$ cat config.mk
export PLATFORM = sky130hd
export DESIGN_NAME = ultrasonic_water_level_ranger_flat
export DESIGN_NICKNAME = d
export VERILOG_FILES = /design/src/sv/uwlr_pkg.sv /design/src/sv/uwlr_tick_if.sv /design/src/sv/uwlr_result_if.sv /design/src/sv/uwlr_front.sv /design/src/sv/uwlr_queue.sv /design/src/sv/uwlr_back.sv /design/src/sv/ultrasonic_water_level_ranger.sv /design/src/flat_wrapper.sv
export SDC_FILE = /design/constraint.sdc
export NUM_CORES = 1
export LEC_CHECK = 0
export ABC_AREA = 0
export BUFFER_PORTS_ARGS = -buffer_cell sky130_fd_sc_hd__buf_2
export CORE_UTILIZATION = 65
export DETAILED_ROUTE_END_ITERATION = 6
export GPL_TIMING_DRIVEN = 0
export PLACE_DENSITY = 0.91
export SLEW_MARGIN = 5
export SYNTH_ARGS = -nofsm -noshare
export SYNTH_HDL_FRONTEND = slang
export SYNTH_SLANG_ARGS = --single-unit
export TNS_END_PERCENT = 20
$ cat constraint.sdc
create_clock -name i_clk -period 16.7 [get_ports i_clk]
set_clock_uncertainty 0.2 [all_clocks]
set_input_delay 0.835 -clock i_clk [delete_from_list [all_inputs] [get_ports i_clk]]
set_output_delay 0.835 -clock i_clk [all_outputs]
set_load 0.02 [all_outputs]
$ cat src/sv/uwlr_pkg.sv
`default_nettype none

package uwlr_pkg;

    // Trigger pulse shape and counter width defaults
    localparam int TRIG_LOW_TICKS  = 2;
    localparam int TRIG_HIGH_TICKS = 10;
    localparam int COUNT_BITS      = 16;
    localparam int PULSE_W         = 4;

    // Configuration port
    localparam int CFG_W     = 16;
    localparam int CFG_IDX_W = 3;

    typedef enum logic [CFG_IDX_W-1:0] {
        CFG_MAX_DEPTH     = 3'd0,
        CFG_SENSOR_HEIGHT = 3'd1,
        CFG_ECHO_TIMEOUT  = 3'd2,
        CFG_MAX_WIDTH     = 3'd3,
        CFG_MIN_DISTANCE  = 3'd4,
        CFG_MAX_DISTANCE  = 3'd5
    } t_cfg_idx;

    localparam logic [CFG_W-1:0] RST_MAX_DEPTH     = 16'd15000;
    localparam logic [CFG_W-1:0] RST_SENSOR_HEIGHT = 16'd15000;
    localparam logic [CFG_W-1:0] RST_ECHO_TIMEOUT  = 16'd40000;
    localparam logic [CFG_W-1:0] RST_MAX_WIDTH     = 16'd35000;
    localparam logic [CFG_W-1:0] RST_MIN_DISTANCE  = 16'd200;
    localparam logic [CFG_W-1:0] RST_MAX_DISTANCE  = 16'd40000;

    typedef struct packed {
        logic [CFG_W-1:0] max_depth;
        logic [CFG_W-1:0] sensor_height;
        logic [CFG_W-1:0] echo_timeout;
        logic [CFG_W-1:0] max_width;
        logic [CFG_W-1:0] min_distance;
        logic [CFG_W-1:0] max_distance;
    } t_cfg;

    // Distance scaling: 1.715 hundredths of a cm per tick in Q16
    localparam int               DIST_SCALE_W = 17;
    localparam logic [DIST_SCALE_W-1:0] DIST_SCALE = 17'd112394;
    localparam int               DIST_SHIFT   = 16;
    localparam logic [CFG_W-1:0] HELD_RESET   = 16'd10000;

    // Depth of the queue between front and back
    localparam int QUEUE_DEPTH = 4;

    typedef enum logic [2:0] {
        PH_IDLE  = 3'd0,
        PH_TLOW  = 3'd1,
        PH_THIGH = 3'd2,
        PH_RISE  = 3'd3,
        PH_FALL  = 3'd4
    } t_phase;

    typedef enum logic [1:0] {
        ST_OK      = 2'd0,
        ST_TIMEOUT = 2'd1,
        ST_RANGE   = 2'd2
    } t_status;

    // Per-tick classification handed from front to back
    typedef struct packed {
        logic trig;
        logic busy;
        logic done;
        logic timeout;
        logic finish;
    } t_cmd;

endpackage

`default_nettype wire

$ cat src/sv/uwlr_tick_if.sv
`default_nettype none

// Input channel: one beat per microsecond tick
interface uwlr_tick_if;
    logic valid;
    logic ready;
    logic start_req;
    logic echo;

    modport source (output valid, output start_req, output echo, input ready);
    modport sink   (input valid, input start_req, input echo, output ready);
endinterface

`default_nettype wire

$ cat src/sv/uwlr_result_if.sv
`default_nettype none

// Output channel: one beat per accepted tick
interface uwlr_result_if;
    logic       valid;
    logic       ready;
    logic       trig;
    logic       busy_res;
    logic       done_res;
    logic [1:0] status;
    logic [15:0] water_level;

    modport source (output valid, output trig, output busy_res, output done_res,
                    output status, output water_level, input ready);
    modport sink   (input valid, input trig, input busy_res, input done_res,
                    input status, input water_level, output ready);
endinterface

`default_nettype wire

$ cat src/sv/uwlr_front.sv
`default_nettype none

// Front: trigger sequencer and echo timing, one tick per cycle while the queue has room
module uwlr_front #(
    parameter int TRIG_LOW_TICKS  = uwlr_pkg::TRIG_LOW_TICKS,
    parameter int TRIG_HIGH_TICKS = uwlr_pkg::TRIG_HIGH_TICKS,
    parameter int COUNT_BITS      = uwlr_pkg::COUNT_BITS
) (
    input  wire                          i_clk,
    input  wire                          i_rst_n,
    uwlr_tick_if.sink                    i_tick,
    input  wire [uwlr_pkg::CFG_W-1:0]    i_echo_timeout,
    input  wire                          i_full,
    output logic                         o_push,
    output uwlr_pkg::t_cmd               o_cmd,
    output logic [COUNT_BITS-1:0]        o_width
);

    localparam int PW = uwlr_pkg::PULSE_W;
    localparam logic [PW-1:0] LOW_CNT  = PW'(TRIG_LOW_TICKS);
    localparam logic [PW-1:0] HIGH_CNT = PW'(TRIG_HIGH_TICKS);
    localparam logic          LOW_ONE  = (TRIG_LOW_TICKS <= 1);

    uwlr_pkg::t_phase        r_phase, n_phase;
    logic [PW-1:0]           r_pulse, n_pulse;
    logic [COUNT_BITS-1:0]   r_deadline, n_deadline;
    logic [COUNT_BITS-1:0]   r_width, n_width;
    logic [PW-1:0]           w_pulse_inc;
    logic [COUNT_BITS-1:0]   w_dl_inc, w_wd_inc;
    logic                    w_late;
    logic                    w_accept;

    // Take a tick whenever the queue has room
    assign i_tick.ready = !i_full;
    assign w_accept     = i_tick.valid && !i_full;
    assign o_push       = w_accept;

    // Counters: pulse wraps at four bits, the others saturate
    assign w_pulse_inc = r_pulse + PW'(1);
    assign w_dl_inc    = (&r_deadline) ? r_deadline : r_deadline + COUNT_BITS'(1);
    assign w_wd_inc    = (&r_width) ? r_width : r_width + COUNT_BITS'(1);
    assign w_late      = r_deadline >= COUNT_BITS'(i_echo_timeout);
    assign o_width     = n_width;

    // State register
    always_ff @(posedge i_clk) begin
        if (!i_rst_n) begin
            r_phase    <= uwlr_pkg::PH_IDLE;
            r_pulse    <= '0;
            r_deadline <= '0;
            r_width    <= '0;
        end else if (w_accept) begin
            r_phase    <= n_phase;
            r_pulse    <= n_pulse;
            r_deadline <= n_deadline;
            r_width    <= n_width;
        end
    end

    // Next state and tick classification
    always_comb begin
        n_phase    = r_phase;
        n_pulse    = r_pulse;
        n_deadline = r_deadline;
        n_width    = r_width;
        o_cmd      = '0;
        case (r_phase)
            uwlr_pkg::PH_IDLE: begin
                if (i_tick.start_req) begin
                    o_cmd.busy = 1'b1;
                    if (LOW_ONE) begin
                        n_phase = uwlr_pkg::PH_THIGH;
                        n_pulse = '0;
                    end else begin
                        n_phase = uwlr_pkg::PH_TLOW;
                        n_pulse = PW'(1);
                    end
                end
            end
            uwlr_pkg::PH_TLOW: begin
                o_cmd.busy = 1'b1;
                n_pulse    = w_pulse_inc;
                if (w_pulse_inc >= LOW_CNT) begin
                    n_phase = uwlr_pkg::PH_THIGH;
                    n_pulse = '0;
                end
            end
            uwlr_pkg::PH_THIGH: begin
                o_cmd.busy = 1'b1;
                o_cmd.trig = 1'b1;
                n_pulse    = w_pulse_inc;
                if (w_pulse_inc >= HIGH_CNT) begin
                    n_phase    = uwlr_pkg::PH_RISE;
                    n_pulse    = '0;
                    n_deadline = '0;
                end
            end
            uwlr_pkg::PH_RISE: begin
                if (w_late) begin
                    o_cmd.done    = 1'b1;
                    o_cmd.timeout = 1'b1;
                    n_phase       = uwlr_pkg::PH_IDLE;
                end else begin
                    o_cmd.busy = 1'b1;
                    if (i_tick.echo) begin
                        n_width = '0;
                        n_phase = uwlr_pkg::PH_FALL;
                    end
                    n_deadline = w_dl_inc;
                end
            end
            uwlr_pkg::PH_FALL: begin
                if (w_late) begin
                    o_cmd.done    = 1'b1;
                    o_cmd.timeout = 1'b1;
                    n_phase       = uwlr_pkg::PH_IDLE;
                end else begin
                    n_width    = w_wd_inc;
                    n_deadline = w_dl_inc;
                    if (!i_tick.echo) begin
                        o_cmd.finish = 1'b1;
                        o_cmd.done   = 1'b1;
                        n_phase      = uwlr_pkg::PH_IDLE;
                    end else begin
                        o_cmd.busy = 1'b1;
                    end
                end
            end
            default: begin
                n_phase = uwlr_pkg::PH_IDLE;
            end
        endcase
    end

endmodule

`default_nettype wire

$ cat src/sv/uwlr_queue.sv
`default_nettype none

// Small flip-flop FIFO between front and back
module uwlr_queue #(
    parameter int DEPTH = uwlr_pkg::QUEUE_DEPTH,
    parameter int WIDTH = 8
) (
    input  wire              i_clk,
    input  wire              i_rst_n,
    input  wire              i_push,
    input  wire [WIDTH-1:0]  i_data,
    output logic             o_full,
    input  wire              i_pop,
    output logic             o_valid,
    output logic [WIDTH-1:0] o_data
);

    localparam int PTR_W = (DEPTH > 1) ? $clog2(DEPTH) : 1;
    localparam int CNT_W = $clog2(DEPTH + 1);
    localparam logic [PTR_W-1:0] LAST = PTR_W'(DEPTH - 1);

    logic [WIDTH-1:0] r_mem [DEPTH];
    logic [PTR_W-1:0] r_wr, r_rd;
    logic [CNT_W-1:0] r_cnt;
    logic             w_push, w_pop;

    assign o_full  = r_cnt == CNT_W'(DEPTH);
    assign o_valid = r_cnt != '0;
    assign o_data  = r_mem[r_rd];
    assign w_push  = i_push && !o_full;
    assign w_pop   = i_pop && o_valid;

    // Pointers and fill count
    always_ff @(posedge i_clk) begin
        if (!i_rst_n) begin
            r_wr  <= '0;
            r_rd  <= '0;
            r_cnt <= '0;
        end else begin
            if (w_push) begin
                r_wr <= (r_wr == LAST) ? '0 : r_wr + PTR_W'(1);
            end
            if (w_pop) begin
                r_rd <= (r_rd == LAST) ? '0 : r_rd + PTR_W'(1);
            end
            case ({w_push, w_pop})
                2'b10:   r_cnt <= r_cnt + CNT_W'(1);
                2'b01:   r_cnt <= r_cnt - CNT_W'(1);
                default: r_cnt <= r_cnt;
            endcase
        end
    end

    // Storage
    always_ff @(posedge i_clk) begin
        if (w_push) begin
            r_mem[r_wr] <= i_data;
        end
    end

endmodule

`default_nettype wire

$ cat src/sv/uwlr_back.sv
`default_nettype none

// Back: distance multiply, window filter, level clamp, output register
module uwlr_back #(
    parameter int COUNT_BITS = uwlr_pkg::COUNT_BITS
) (
    input  wire                         i_clk,
    input  wire                         i_rst_n,
    input  wire                         i_valid,
    input  wire uwlr_pkg::t_cmd         i_cmd,
    input  wire [COUNT_BITS-1:0]        i_width,
    output logic                        o_pop,
    input  wire uwlr_pkg::t_cfg         i_cfg,
    uwlr_result_if.source               o_result
);

    localparam int CW     = uwlr_pkg::CFG_W;
    localparam int PROD_W = COUNT_BITS + uwlr_pkg::DIST_SCALE_W;
    localparam int DIST_W = PROD_W - uwlr_pkg::DIST_SHIFT;

    // Multiply stage
    logic                  r_m_valid;
    uwlr_pkg::t_cmd        r_m_cmd;
    logic [COUNT_BITS-1:0] r_m_width;
    logic [PROD_W-1:0]     r_m_prod;

    // Output stage
    logic                  r_o_valid;
    logic                  r_o_trig, r_o_busy, r_o_done;
    logic [1:0]            r_o_status;
    logic [CW-1:0]         r_o_level;

    logic [CW-1:0]         r_held, n_held;
    logic                  w_o_ready, w_m_ready, w_m_move;
    logic [DIST_W-1:0]     w_dist;
    logic                  w_bad_width, w_in_window, w_good;
    logic [CW:0]           w_diff;
    logic [CW-1:0]         w_level;
    uwlr_pkg::t_status     w_status;

    // Stage handshakes
    assign w_o_ready = !r_o_valid || o_result.ready;
    assign w_m_ready = !r_m_valid || w_o_ready;
    assign o_pop     = i_valid && w_m_ready;
    assign w_m_move  = r_m_valid && w_o_ready;

    always_ff @(posedge i_clk) begin
        if (!i_rst_n) begin
            r_m_valid <= 1'b0;
        end else if (w_m_ready) begin
            r_m_valid <= i_valid;
        end
    end

    always_ff @(posedge i_clk) begin
        if (o_pop) begin
            r_m_cmd   <= i_cmd;
            r_m_width <= i_width;
            r_m_prod  <= PROD_W'(i_width) * PROD_W'(uwlr_pkg::DIST_SCALE);
        end
    end

    // Range check and distance window
    assign w_dist      = r_m_prod[PROD_W-1:uwlr_pkg::DIST_SHIFT];
    assign w_bad_width = (r_m_width == '0) ||
                         (r_m_width > COUNT_BITS'(i_cfg.max_width));
    assign w_good      = r_m_cmd.finish && !w_bad_width;
    assign w_in_window = (w_dist > DIST_W'(i_cfg.min_distance)) &&
                         (w_dist < DIST_W'(i_cfg.max_distance));
    assign n_held      = (w_good && w_in_window) ? w_dist[CW-1:0] : r_held;

    // Level = height - held distance, clamped to 0..max_depth
    assign w_diff = {1'b0, i_cfg.sensor_height} - {1'b0, n_held};
    always_comb begin
        if (w_diff[CW]) begin
            w_level = '0;
        end else if (w_diff[CW-1:0] > i_cfg.max_depth) begin
            w_level = i_cfg.max_depth;
        end else begin
            w_level = w_diff[CW-1:0];
        end
    end

    always_comb begin
        if (r_m_cmd.timeout) begin
            w_status = uwlr_pkg::ST_TIMEOUT;
        end else if (r_m_cmd.finish && w_bad_width) begin
            w_status = uwlr_pkg::ST_RANGE;
        end else begin
            w_status = uwlr_pkg::ST_OK;
        end
    end

    // Held distance and output valid
    always_ff @(posedge i_clk) begin
        if (!i_rst_n) begin
            r_held    <= uwlr_pkg::HELD_RESET;
            r_o_valid <= 1'b0;
        end else begin
            if (w_m_move) begin
                r_held <= n_held;
            end
            if (w_o_ready) begin
                r_o_valid <= r_m_valid;
            end
        end
    end

    // Output payload
    always_ff @(posedge i_clk) begin
        if (w_m_move) begin
            r_o_trig   <= r_m_cmd.trig;
            r_o_busy   <= r_m_cmd.busy;
            r_o_done   <= r_m_cmd.done;
            r_o_status <= w_status;
            r_o_level  <= w_good ? w_level : '0;
        end
    end

    assign o_result.valid       = r_o_valid;
    assign o_result.trig        = r_o_trig;
    assign o_result.busy_res    = r_o_busy;
    assign o_result.done_res    = r_o_done;
    assign o_result.status      = r_o_status;
    assign o_result.water_level = r_o_level;

endmodule

`default_nettype wire

$ cat src/sv/ultrasonic_water_level_ranger.sv
`default_nettype none

// Ultrasonic echo ranger for a water level gauge. Each input beat is one
// microsecond tick carrying a start request and the sampled echo pin; each
// tick gives exactly one result beat with the trigger drive level, busy,
// done, status (ok, echo timeout, width out of range) and the clamped water
// level in hundredths of a cm. A new tick is taken every cycle while the queue
// has room; each tick passes through the queue storage, the distance multiply
// stage and the output register, and a stalled output backs up through a
// four-entry queue before ticks are refused. Configuration writes go to the
// six 16-bit registers at indexes 0..5 and should be made while the block is
// idle; other indexes are ignored.
module ultrasonic_water_level_ranger #(
    parameter int TRIG_LOW_TICKS  = uwlr_pkg::TRIG_LOW_TICKS,
    parameter int TRIG_HIGH_TICKS = uwlr_pkg::TRIG_HIGH_TICKS,
    parameter int COUNT_BITS      = uwlr_pkg::COUNT_BITS
) (
    input  wire                              i_clk,
    input  wire                              i_rst_n,
    uwlr_tick_if.sink                        i_tick,
    uwlr_result_if.source                    o_result,
    input  wire                              i_cfg_we,
    input  wire [uwlr_pkg::CFG_IDX_W-1:0]    i_cfg_idx,
    input  wire [uwlr_pkg::CFG_W-1:0]        i_cfg_data
);

    localparam int CMD_W = $bits(uwlr_pkg::t_cmd);
    localparam int Q_W   = CMD_W + COUNT_BITS;

    uwlr_pkg::t_cfg        r_cfg;
    uwlr_pkg::t_cmd        w_f_cmd, w_b_cmd;
    logic [COUNT_BITS-1:0] w_f_width, w_b_width;
    logic                  w_push, w_full, w_q_valid, w_pop;
    logic [Q_W-1:0]        w_q_in, w_q_out;

    // Configuration registers
    always_ff @(posedge i_clk) begin
        if (!i_rst_n) begin
            r_cfg.max_depth     <= uwlr_pkg::RST_MAX_DEPTH;
            r_cfg.sensor_height <= uwlr_pkg::RST_SENSOR_HEIGHT;
            r_cfg.echo_timeout  <= uwlr_pkg::RST_ECHO_TIMEOUT;
            r_cfg.max_width     <= uwlr_pkg::RST_MAX_WIDTH;
            r_cfg.min_distance  <= uwlr_pkg::RST_MIN_DISTANCE;
            r_cfg.max_distance  <= uwlr_pkg::RST_MAX_DISTANCE;
        end else if (i_cfg_we) begin
            case (i_cfg_idx)
                uwlr_pkg::CFG_MAX_DEPTH:     r_cfg.max_depth     <= i_cfg_data;
                uwlr_pkg::CFG_SENSOR_HEIGHT: r_cfg.sensor_height <= i_cfg_data;
                uwlr_pkg::CFG_ECHO_TIMEOUT:  r_cfg.echo_timeout  <= i_cfg_data;
                uwlr_pkg::CFG_MAX_WIDTH:     r_cfg.max_width     <= i_cfg_data;
                uwlr_pkg::CFG_MIN_DISTANCE:  r_cfg.min_distance  <= i_cfg_data;
                uwlr_pkg::CFG_MAX_DISTANCE:  r_cfg.max_distance  <= i_cfg_data;
                default:                     r_cfg <= r_cfg;
            endcase
        end
    end

    uwlr_front #(
        .TRIG_LOW_TICKS  (TRIG_LOW_TICKS),
        .TRIG_HIGH_TICKS (TRIG_HIGH_TICKS),
        .COUNT_BITS      (COUNT_BITS)
    ) u_front (
        .i_clk          (i_clk),
        .i_rst_n        (i_rst_n),
        .i_tick         (i_tick),
        .i_echo_timeout (r_cfg.echo_timeout),
        .i_full         (w_full),
        .o_push         (w_push),
        .o_cmd          (w_f_cmd),
        .o_width        (w_f_width)
    );

    assign w_q_in = {w_f_cmd, w_f_width};

    uwlr_queue #(
        .DEPTH (uwlr_pkg::QUEUE_DEPTH),
        .WIDTH (Q_W)
    ) u_queue (
        .i_clk   (i_clk),
        .i_rst_n (i_rst_n),
        .i_push  (w_push),
        .i_data  (w_q_in),
        .o_full  (w_full),
        .i_pop   (w_pop),
        .o_valid (w_q_valid),
        .o_data  (w_q_out)
    );

    assign w_b_cmd   = uwlr_pkg::t_cmd'(w_q_out[Q_W-1:COUNT_BITS]);
    assign w_b_width = w_q_out[COUNT_BITS-1:0];

    uwlr_back #(
        .COUNT_BITS (COUNT_BITS)
    ) u_back (
        .i_clk    (i_clk),
        .i_rst_n  (i_rst_n),
        .i_valid  (w_q_valid),
        .i_cmd    (w_b_cmd),
        .i_width  (w_b_width),
        .o_pop    (w_pop),
        .i_cfg    (r_cfg),
        .o_result (o_result)
    );

endmodule

`default_nettype wire

$ cat src/flat_wrapper.sv
// flat-port wrapper written by rule: the top's interface ports become plain ports
module ultrasonic_water_level_ranger_flat 
#(
    parameter int TRIG_LOW_TICKS  = uwlr_pkg::TRIG_LOW_TICKS,
    parameter int TRIG_HIGH_TICKS = uwlr_pkg::TRIG_HIGH_TICKS,
    parameter int COUNT_BITS      = uwlr_pkg::COUNT_BITS
)
  (i_clk, i_rst_n, i_cfg_we, i_cfg_idx, i_cfg_data, i_tick_valid, i_tick_start_req, i_tick_echo, i_tick_ready, o_result_valid, o_result_trig, o_result_busy_res, o_result_done_res, o_result_status, o_result_water_level, o_result_ready);
  uwlr_tick_if i_tick_i ();
  uwlr_result_if o_result_i ();
  input  wire i_clk;
  input  wire i_rst_n;
  input  wire i_cfg_we;
  input  wire [uwlr_pkg::CFG_IDX_W-1:0] i_cfg_idx;
  input  wire [uwlr_pkg::CFG_W-1:0] i_cfg_data;
  input wire logic [$bits(i_tick_i.valid)-1:0] i_tick_valid;
  input wire logic [$bits(i_tick_i.start_req)-1:0] i_tick_start_req;
  input wire logic [$bits(i_tick_i.echo)-1:0] i_tick_echo;
  output wire logic [$bits(i_tick_i.ready)-1:0] i_tick_ready;
  output wire logic [$bits(o_result_i.valid)-1:0] o_result_valid;
  output wire logic [$bits(o_result_i.trig)-1:0] o_result_trig;
  output wire logic [$bits(o_result_i.busy_res)-1:0] o_result_busy_res;
  output wire logic [$bits(o_result_i.done_res)-1:0] o_result_done_res;
  output wire logic [$bits(o_result_i.status)-1:0] o_result_status;
  output wire logic [$bits(o_result_i.water_level)-1:0] o_result_water_level;
  input wire logic [$bits(o_result_i.ready)-1:0] o_result_ready;
  assign i_tick_i.valid = i_tick_valid;
  assign i_tick_i.start_req = i_tick_start_req;
  assign i_tick_i.echo = i_tick_echo;
  assign i_tick_ready = i_tick_i.ready;
  assign o_result_valid = o_result_i.valid;
  assign o_result_trig = o_result_i.trig;
  assign o_result_busy_res = o_result_i.busy_res;
  assign o_result_done_res = o_result_i.done_res;
  assign o_result_status = o_result_i.status;
  assign o_result_water_level = o_result_i.water_level;
  assign o_result_i.ready = o_result_ready;
  ultrasonic_water_level_ranger #(.TRIG_LOW_TICKS(TRIG_LOW_TICKS), .TRIG_HIGH_TICKS(TRIG_HIGH_TICKS), .COUNT_BITS(COUNT_BITS)) u_core (.i_clk(i_clk), .i_rst_n(i_rst_n), .i_tick(i_tick_i), .o_result(o_result_i), .i_cfg_we(i_cfg_we), .i_cfg_idx(i_cfg_idx), .i_cfg_data(i_cfg_data));
endmodule
## Word level (Yosys, flattened, before mapping)

Memory sizes are Yosys's and may differ from the RTL's. A register that Yosys moved wholly into a read port is not among the register bits.
Index checks and enable logic that the tools add are counted.

| storage, ports and cells | value |
|---|---|
| memories kept | 1 |
| bits of input ports | 26 |
| bits in registers | 234 |
| logic and storage cells | 148 |
| memory bits (writable) | 84 |
| output and inout port bits | 23 |

| operators by class | value |
|---|---|
| equal/unequal tests | 21 |
| reduce and logical (&&, ||, !) cells | 37 |
| $lt $le $gt $ge | 7 |
| $add $sub $neg | 8 |
| multiply operators | 1 |
| muxes and demuxes | 44 |
| bitwise operators | 1 |

Memories:

| name | depth | bits a word | read ports | clocked after Yosys merged registers in | wr ports | RTL line | source |
|---|---|---|---|---|---|---|---|
| u_core.u_queue.r_mem | 4 | 21 | 1 | 1 | 1 | uwlr_queue.sv:22 | `logic [WIDTH-1:0] r_mem [DEPTH];` |

Operators with widths:

| cell | count |
|---|---|
| 2-to-1 mux 16 bit | 9 |
| one-hot mux 16 bit (2 select lines) | 2 |
| adder 16 x 1 -> 16 bit (second input constant) | 2 |
| greater-than comparator 16 bit | 2 |
| multiplier 16 x 16 -> 32 bit (second input constant) | 1 |
| AND reduction 16 bit | 2 |
| 2-to-1 mux 3 bit | 7 |
| greater-than comparator 17 x 16 -> 1 bit | 1 |
| < comparator 17 x 16 -> 1 bit | 1 |
| subtractor 16 x 16 -> 17 bit | 1 |
| >= comparator 16 bit | 1 |
| logical NOT 16 bit | 1 |
| one-hot mux 3 bit (5 select lines) | 1 |
| == test 3 x 2 -> 1 bit (second input constant) | 4 |
| == test 3 bit (second input constant) | 4 |
| 2-to-1 mux 1 bit | 12 |
| 2-to-1 mux 2 bit | 6 |
| 2-to-1 mux 4 bit | 3 |
| one-hot mux 4 bit (3 select lines) | 1 |
| AND reduction 2 bit | 6 |
| != test 2 bit (second input constant) | 5 |
| logical AND 1 bit | 9 |
| == test 2 bit (second input constant) | 3 |
| == test 3 x 1 -> 1 bit (second input constant) | 2 |
| 21 further kinds | 33 |

## Logic depth before layout (Yosys ltp)

Gate-level depths: netlist of run 1.

| logic depth | value |
|---|---|
| depth after elaboration | 9 |
| depth in mapped cells | 38 |
| mapped depth without buffers | 36 |

## By module

From an unflattened synthesis of run 1, not the netlist that was laid out.

| unflattened totals | value |
|---|---|
| cell total of the unflattened synthesis | 1878 |
| area total of the unflattened synthesis | 19710.2 um^2 |

By module, submodules not included:

| module | area an instance (um^2) | times used | cells an instance | seq. area each (um^2) |
|---|---|---|---|---|
| uwlr_back | 9445.3 | 1 | 956 | 2132.0 |
| ultrasonic_water_level_ranger | 3657.3 | 1 | 347 | 1921.8 |
| uwlr_queue | 3540.9 | 1 | 165 | 2702.6 |
| uwlr_front | 3066.7 | 1 | 410 | 780.7 |

## Least setup slack after synthesis of run 1

No wires, ideal clock.

| path | value |
|---|---|
| path kind | register to register |
| from | register (tool-made name) |
| to | register u_core.u_back.r_m_prod[32], data pin |
| clock period less this slack | 8.118 ns |
| stages on the path, launching flop included | 25 |
| setup slack | 8.582 ns |
| path buffers | 2 |
| data arrival time | 7.658 ns |
| cells stage by stage | dfxtp_1 -> buf_1 -> clkbuf_1 -> mux4_2 -> fa_1 -> inv_1 -> fa_1 -> fa_1 -> inv_1 -> fa_1 -> fa_1 -> fa_1 -> ha_1 -> o21a_1 -> o21ai_1 -> a21boi_1 -> a2111oi_0 -> a21oi_2 -> a211oi_4 -> a21oi_2 -> o21a_1 -> o21a_1 -> o21a_1 -> nor2_1 -> xnor2_1 |

RTL lines:

| item | RTL line | source |
|---|---|---|
| end signal: assignment | uwlr_back.sv:59 | `r_m_prod <= PROD_W'(i_width) * PROD_W'(uwlr_pkg::DIST_SCALE);` |
| end: declaration | uwlr_back.sv:25 | `logic [PROD_W-1:0] r_m_prod;` |

==> flow_summary.ini, run 1 <==
[outcome]
status = complete, no violations

[route]
wl_per_cell_um = 20.4
dr.pass1.iters = 7
via_count = 15400
drc = 0
postRouteAntennaNets = 0
viasPerCell = 6.31
drt-initial-drc-count = 1552
totalWireLength_um = 49500

[sta]
drv_slew = 0
relSlewSlack_pct = 16.1
period_needed_ns = 9.16
fmax_mhz = 109
worst_pin_slew_ns = 1.26
setup-tns-final_ns = 0
finalSetupViolCount = 0
fin_crit_sh_pct = 54.9
hold_viol = 0
rsz0062_at_grt = no

[finish]
syn_to_final_growth_pct = 9.45
nFillCells = 1882
layout-drive-gt1-share_pct = 7.52
fin_area_mm2 = 0.0211
final_nets = 2355

[job]
maxCapViolCount = 0

[setup_path]
critPathKind = flop to flop
crit_family = adder cells
cpMaxStageDelayCell = mux4_2
worstPathCellList = buf_1, clkbuf_1, mux4_2, fa_1, inv_1, fa_1, fa_1, inv_1, fa_1, fa_1, fa_1, ha_1, o21a_1, o21ai_1, a21boi_1, a2111oi_0, a21oi_2, a211oi_4, a21oi_2, o21a_1, o21a_1, o21a_1, nor2_1, xnor2_1
ff2ff_path_depth = 24
crit_path_end_kind = flop
critical_path.most_common_cell = fa_1
rrSetupSlack_ns = 7.54
r2r-end = u_core.u_back.r_m_prod[32]$_DFFE_PP_
critPathRequiredTime_ns = 16.81
critPathArrivalTime_ns = 9.27
crit_fanout = 10
crit_buf_inv = 4
max_stage_delay_ns = 0.80
cp-start-kind = flop

[synth]
syn_area_mm2 = 0.0193
synth_seq_cells = 305
syn_avg_cell_area_um2 = 9.93
netlist_instances = 1943
synth_edf_count = 143
yosysWarnings = 0
ys.flop_type = dfxtp_1
async_flop_share_pct = 0
synthesis.nets = 2275
seq_area_frac_synth_pct = 39.1
synth.distinct_cells = 75

[global_route]
grt_max_degree = 33
track_usage_pct = 33.1
grt.overflow.total = 0
grt_pass1_wl_um = 79500
grt_pass1_vias = 15900
antenna_found_initial = 1

[clocking]
clkTransAtPathRegs_ns = 0.07
cts_tree = done
clk_path_buf_depth = 3
numClockSinks = 305
cts_resized = 0
cts-htree-levels = 1
post-cts-setup-buffers = 0
clkLatencyLatePin_ns = 0.60
root_buffer = clkbuf_16
hold_buffers = 0
numCtsBuffers = 30

[floorplanning]
start_util_pct = 66.7
coreArea_mm2 = 0.0289
core.rowCount = 62
dieArea_mm2 = 0.0304
die_width_um = 174
io_pins = 49
fp.dieH_um = 174

[worst_hold_path]
holdPathEnd = u_core.u_back.o_result.busy_res$_DFFE_PP_
min_path_cells = 0
holdCritStartpoint = u_core.u_back.r_m_cmd[3]$_DFFE_PP_
holdCritPathClass = flop to flop

[place]
gp_congestion = 0.952
dpl-instance-area_mm2 = 0.0200
dp_hpwl_um = 35500
io_buffers = 47
worst max path at each step:
stage	slack (ns)	end	cells past startpoint	start
global route	6.96	u_core.u_back.r_m_prod[32]$_DFFE_PP_	24	flop
finish	7.54	u_core.u_back.r_m_prod[32]$_DFFE_PP_	24	flop
CTS	7.43	u_core.u_back.r_m_prod[32]$_DFFE_PP_	24	flop
floorplan	8.58	u_core.u_back.r_m_prod[32]$_DFFE_PP_	24	flop
global placement	7.77	u_core.u_back.r_m_prod[32]$_DFFE_PP_	24	flop
detailed placement	7.53	u_core.u_back.r_m_prod[32]$_DFFE_PP_	24	flop
final cells by class:
| type | instances | area [µm²] | area share, % |
|---|---|---|---|
| flip-flops and latches | 305 | 7540 | 35.7 |
| clock inverters | 8 | 67.6 | 0.320 |
| well taps | 384 | 480 | 2.28 |
| plain buffers | 63 | 245 | 1.16 |
| repair buffers | 48 | 255 | 1.21 |
| inverters | 242 | 908 | 4.30 |
| multi-input cells | 1333 | 10600 | 50.3 |
| diodes | 1 | 2.50 | 0.0119 |
| clock buffers | 48 | 1000 | 4.76 |
cells by family (layout without fill, tap and decap cells):
| logic type | count (synthesis) | count (layout) | share of synthesized area, % |
|---|---|---|---|
| flip-flops | 305 | 305 | 39.1 |
| other | 0 | 1 | 0 |
| multiplexers | 44 | 44 | 3.65 |
| AO/OA/AOI/OAI | 389 | 389 | 13.3 |
| XOR/XNOR | 34 | 34 | 1.54 |
| adder cells (fa/ha/maj) | 306 | 306 | 23.1 |
| AND/OR/NAND/NOR | 560 | 560 | 13.4 |
| buffers and inverters | 305 | 409 | 5.97 |
metrics by stage:
step	hold slack [ns]	utilization (%)	std cells	setup slack, ns
after floorplan	0.200	-	1943	8.58
after detailed placement	0.228	69.3	2375	7.53
after global placement	0.218	69.1	2374	7.77
after global routing	0.271	73.0	2432	6.96
final	0.252	73.0	2432	7.54
after CTS	0.256	73.0	2431	7.43
worst register-to-register path, cell delays in order (launching register included):
cell	delay, ns
dfxtp_1	0.41
buf_1	0.64
clkbuf_1	0.79
mux4_2	0.81
fa_1	0.61
inv_1	0.06
fa_1	0.46
fa_1	0.49
inv_1	0.06
fa_1	0.51
fa_1	0.47
fa_1	0.48
ha_1	0.35
o21a_1	0.20
o21ai_1	0.15
a21boi_1	0.16
a2111oi_0	0.59
a21oi_2	0.19
a211oi_4	0.34
a21oi_2	0.12
o21a_1	0.21
o21a_1	0.21
o21a_1	0.19
nor2_1	0.13
xnor2_1	0.08
placed cells by master (no fill, tap or decap), types with 22 or more instances in the layout:
cell type,instances
inv_1,241
nand2_1,238
ha_1,223
dfxtp_1,162
a21oi_1,144
edfxtp_1,143
nor2_1,114
fa_1,83
clkbuf_1,58
buf_2,50
nand3_1,42
o21ai_0,38
o211ai_1,35
clkbuf_16,35
a21o_1,24
xnor2_1,24
nor3_1,22
a211oi_1,22
nand4_1,22
a31oi_1,22
mux2i_1,22
metal layers:
layer | GRT usage (%) | vias up | wire length, µm
met4 | 16.6 | 0 | 2560
met1 | 40.6 | 7414 | 18800
li1 | - | 6971 | -
met5 | 0 | - | 0
met3 | 3.81 | 211 | 3630
met2 | 57.8 | 757 | 24500
flip-flops by register name, indices dropped and copies added, names as in the netlist, 3 cells and up, named ones only:
register / cells
u_core.u_back.r_m_prod: 17
u_core.u_back.r_held: 16
u_core.u_front.r_pulse: 4
u_core.u_back.r_m_width: 16
u_core.r_cfg: 96
u_core.u_front.r_phase: 3
u_core.u_queue.r_mem: 84
u_core.u_back.r_m_cmd: 5
u_core.u_back.o_result.water_level: 16
u_core.u_front.r_width: 16
u_core.u_queue.r_cnt: 3
u_core.u_front.r_deadline: 16
synthesized netlist by cell type (all sizes together) (4+ instances only):
| master | count | area [µm²] |
|---|---|---|
| o31ai | 7 | 66.3 |
| fa | 83 | 1660 |
| o21ai | 48 | 240 |
| a211oi | 25 | 210 |
| edfxtp | 143 | 4290 |
| mux2i | 22 | 220 |
| a21boi | 6 | 45.1 |
| nor3 | 23 | 120 |
| xor2 | 10 | 87.6 |
| nand4 | 23 | 150 |
| clkbuf | 54 | 203 |
| xnor2 | 24 | 210 |
| a41oi | 4 | 35.0 |
| a31oi | 22 | 138 |
| and2 | 13 | 81.3 |
| dfxtp | 162 | 3240 |
| nand3 | 42 | 210 |
| nor4 | 13 | 81.3 |
| buf | 9 | 41.3 |
| inv | 242 | 908 |
| nand2 | 238 | 893 |
| ha | 223 | 2790 |
| a211o | 4 | 35.0 |
| and3 | 21 | 131 |
| nor3b | 5 | 37.5 |
| o2111ai | 4 | 35.0 |
| o21a | 20 | 150 |
| a31o | 5 | 43.8 |
| or2 | 5 | 31.3 |
| mux4 | 21 | 473 |
| nand2b | 17 | 106 |
| nor2b | 20 | 125 |
| o211ai | 37 | 288 |
| a21o | 24 | 180 |
| or3 | 13 | 81.3 |
| o21bai | 5 | 37.5 |
| nor2 | 114 | 428 |
| a21oi | 149 | 761 |
| and4 | 4 | 37.5 |
| a2111oi | 4 | 60.1 |
Power of run 1 is not shown: default switching activity piles up to over one toggle a cycle in this logic, so the estimate is an artifact.
==> run 2, diff against run 1 <==
- CORE_UTILIZATION: 65 -> 58
- PLACE_DENSITY: 0.91 -> 0.87
- clock period: 16.7 -> 7.5 ns (I/O delays scaled with it)
==> flow_summary.ini, run 2 (same netlist as run 1, synthesis figures left out) <==
[sta]
fin_crit_sh_pct = 98.8
fmax_mhz = 135
hold_viol = 0
drv_slew = 0
fin_ws_ns = 0.0888
worst_pin_slew_ns = 1.18
finalSetupViolCount = 0
relSlewSlack_pct = 21.6
period_needed_ns = 7.41

[setup_path]
rrSetupSlack_ns = 0.09
critPathRequiredTime_ns = 7.62
max_stage_delay_ns = 0.46
cp-start-kind = flop
cpMaxStageDelayCell = edfxtp_1
crit_start = u_core.u_back.r_m_width[1]$_DFFE_PP_
rr_startpoint = u_core.u_back.r_m_width[1]$_DFFE_PP_
critPathArrivalTime_ns = 7.53
crit_end = u_core.u_back.o_result.water_level[2]$_SDFFCE_PP0P_
crit_fanout = 10
critPathKind = flop to flop
crit_path_end_kind = flop
ff2ff_path_depth = 37
r2r-end = u_core.u_back.o_result.water_level[2]$_SDFFCE_PP0P_

[place]
dp_slack_ns = -0.873
dp_hpwl_um = 35400
gp_congestion = 0.959
io_buffers = 47

[finish]
layout_common_cells = inv_1 (241), nand2_1 (238), ha_1 (216)
largest_reg_flops = 96
finish.utilization_pct = 66.9
final_nets = 2401
final_common_cell = inv_1
regMostFlops = u_core.r_cfg
layout-drive-gt1-share_pct = 10.5
reg_top3 = u_core.r_cfg (96), u_core.u_queue.r_mem (84), u_core.u_back.r_m_prod (17)
syn_to_final_growth_pct = 13.2

[global_route]
grt.overflow.total = 0
grt_pass1_wl_um = 77300
track_usage_pct = 28.9
grt_pass1_vias = 15600
grt_max_degree = 32
antenna_found_initial = 1

[clocking]
cts_tree = done
numClockSinks = 305
clkTransAtPathRegs_ns = 0.07
root_buffer = clkbuf_16
clk_path_buf_depth = 3
cts-htree-levels = 1
clkLatencyLatePin_ns = 0.58
numCtsBuffers = 30

[route]
totalWireLength_um = 50400
wl_per_cell_um = 19.9
drt-initial-drc-count = 1479
postRouteAntennaNets = 0
viasPerCell = 6.10
drc = 0
dr.pass1.iters = 6
via_count = 15500

[floorplanning]
start_util_pct = 59.1
fp.dieH_um = 184
coreArea_mm2 = 0.0326
core.rowCount = 66
dieArea_mm2 = 0.0340
io_pins = 49
die_width_um = 184

[outcome]
status = complete, no violations

[job]
maxCapViolCount = 0

[worst_hold_path]
holdCritStartpoint = i_tick_echo
holdCritPathClass = primary input to flop
run 2: cell types whose count changed in the layout (fill, tap and decap cells not counted), moves of 4 or more:
cell / previous run / this run
buf_4: 1 / 31
clkbuf_2: 1 / 5
ha_4: 0 / 6
a21oi_2: 4 / 8
a21oi_1: 144 / 139
ha_1: 223 / 216
dlygate4sd3_1: 0 / 17
run 2: final cells by class:
type                       instances  area, µm²
clock inverter                     4       70.1
buffer                            63        325
sequential                       305       7540
antenna                            1       2.50
fill                            2262      10800
clock buffer                      51        916
inverter                         242        908
multi-input combinational       1333      10900
tap                              442        553
timing repair buffer              94        643
run 2: stage by stage:
stage / hold WS, ns / std cells / setup TNS, ns / cell area, µm²
6_report: 0.0445 / 2535 / 0 / 21800
5_1_grt: 0.0602 / 2535 / -2.13 / 21800
4_1_cts: 0.0181 / 2513 / 0 / 21400
3_5_place_dp: 0.205 / 2433 / -10.20 / 20100
3_3_place_gp: 0.242 / 2432 / -7.15 / 20100
2_1_floorplan: 0.200 / 1943 / 0 / 19300
run 2: per-layer routing:
metal  part of all wire, %  vias up  global-route usage (%)
met1                    38     7498                    34.9
li1                      -     7058                       -
met4                   4.7        0                    13.3
met5                     0        -                       0
met3                   7.7      207                    4.60
met2                    49      712                    50.6
run 2: how the worst min path moves through the flow:
stage | end | slack (ns) | depth (start not counted)
finish | u_core.u_queue.r_mem[2][16]$_DFFE_PP_ | 0.04 | 2
global route | u_core.u_queue.r_mem[2][16]$_DFFE_PP_ | 0.06 | 2
CTS | u_core.u_queue.r_mem[2][16]$_DFFE_PP_ | 0.02 | 2
detailed placement | u_core.u_back.o_result.busy_res$_DFFE_PP_ | 0.20 | 0
global placement | u_core.r_cfg[8]$_SDFFE_PN0P_ | 0.24 | 2
floorplan | u_core.u_back.o_result.busy_res$_DFFE_PP_ | 0.20 | 0
run 2: worst max-delay path: cells and delay by family, from the launching register on:
family	cells	cell delay, ns
AO/OA/AOI/OAI	16	2.87
AND/OR/NAND/NOR	13	1.76
flip-flops	1	0.46
buffers and inverters	2	0.41
adder cells (fa/ha/maj)	4	1.01
multiplexers	1	0.32
XOR/XNOR	1	0.13
run 2: what timing repair did:
item                       CTS  global route
hold endpoints to repair    73             0
setup endpoints to repair   25            18
hold buffers                17             0
gates resized for setup     26            51
pin swaps                    5            24
cloned                       0             1
buffers inserted             8            20
Power of run 2 is left out for the same reason.
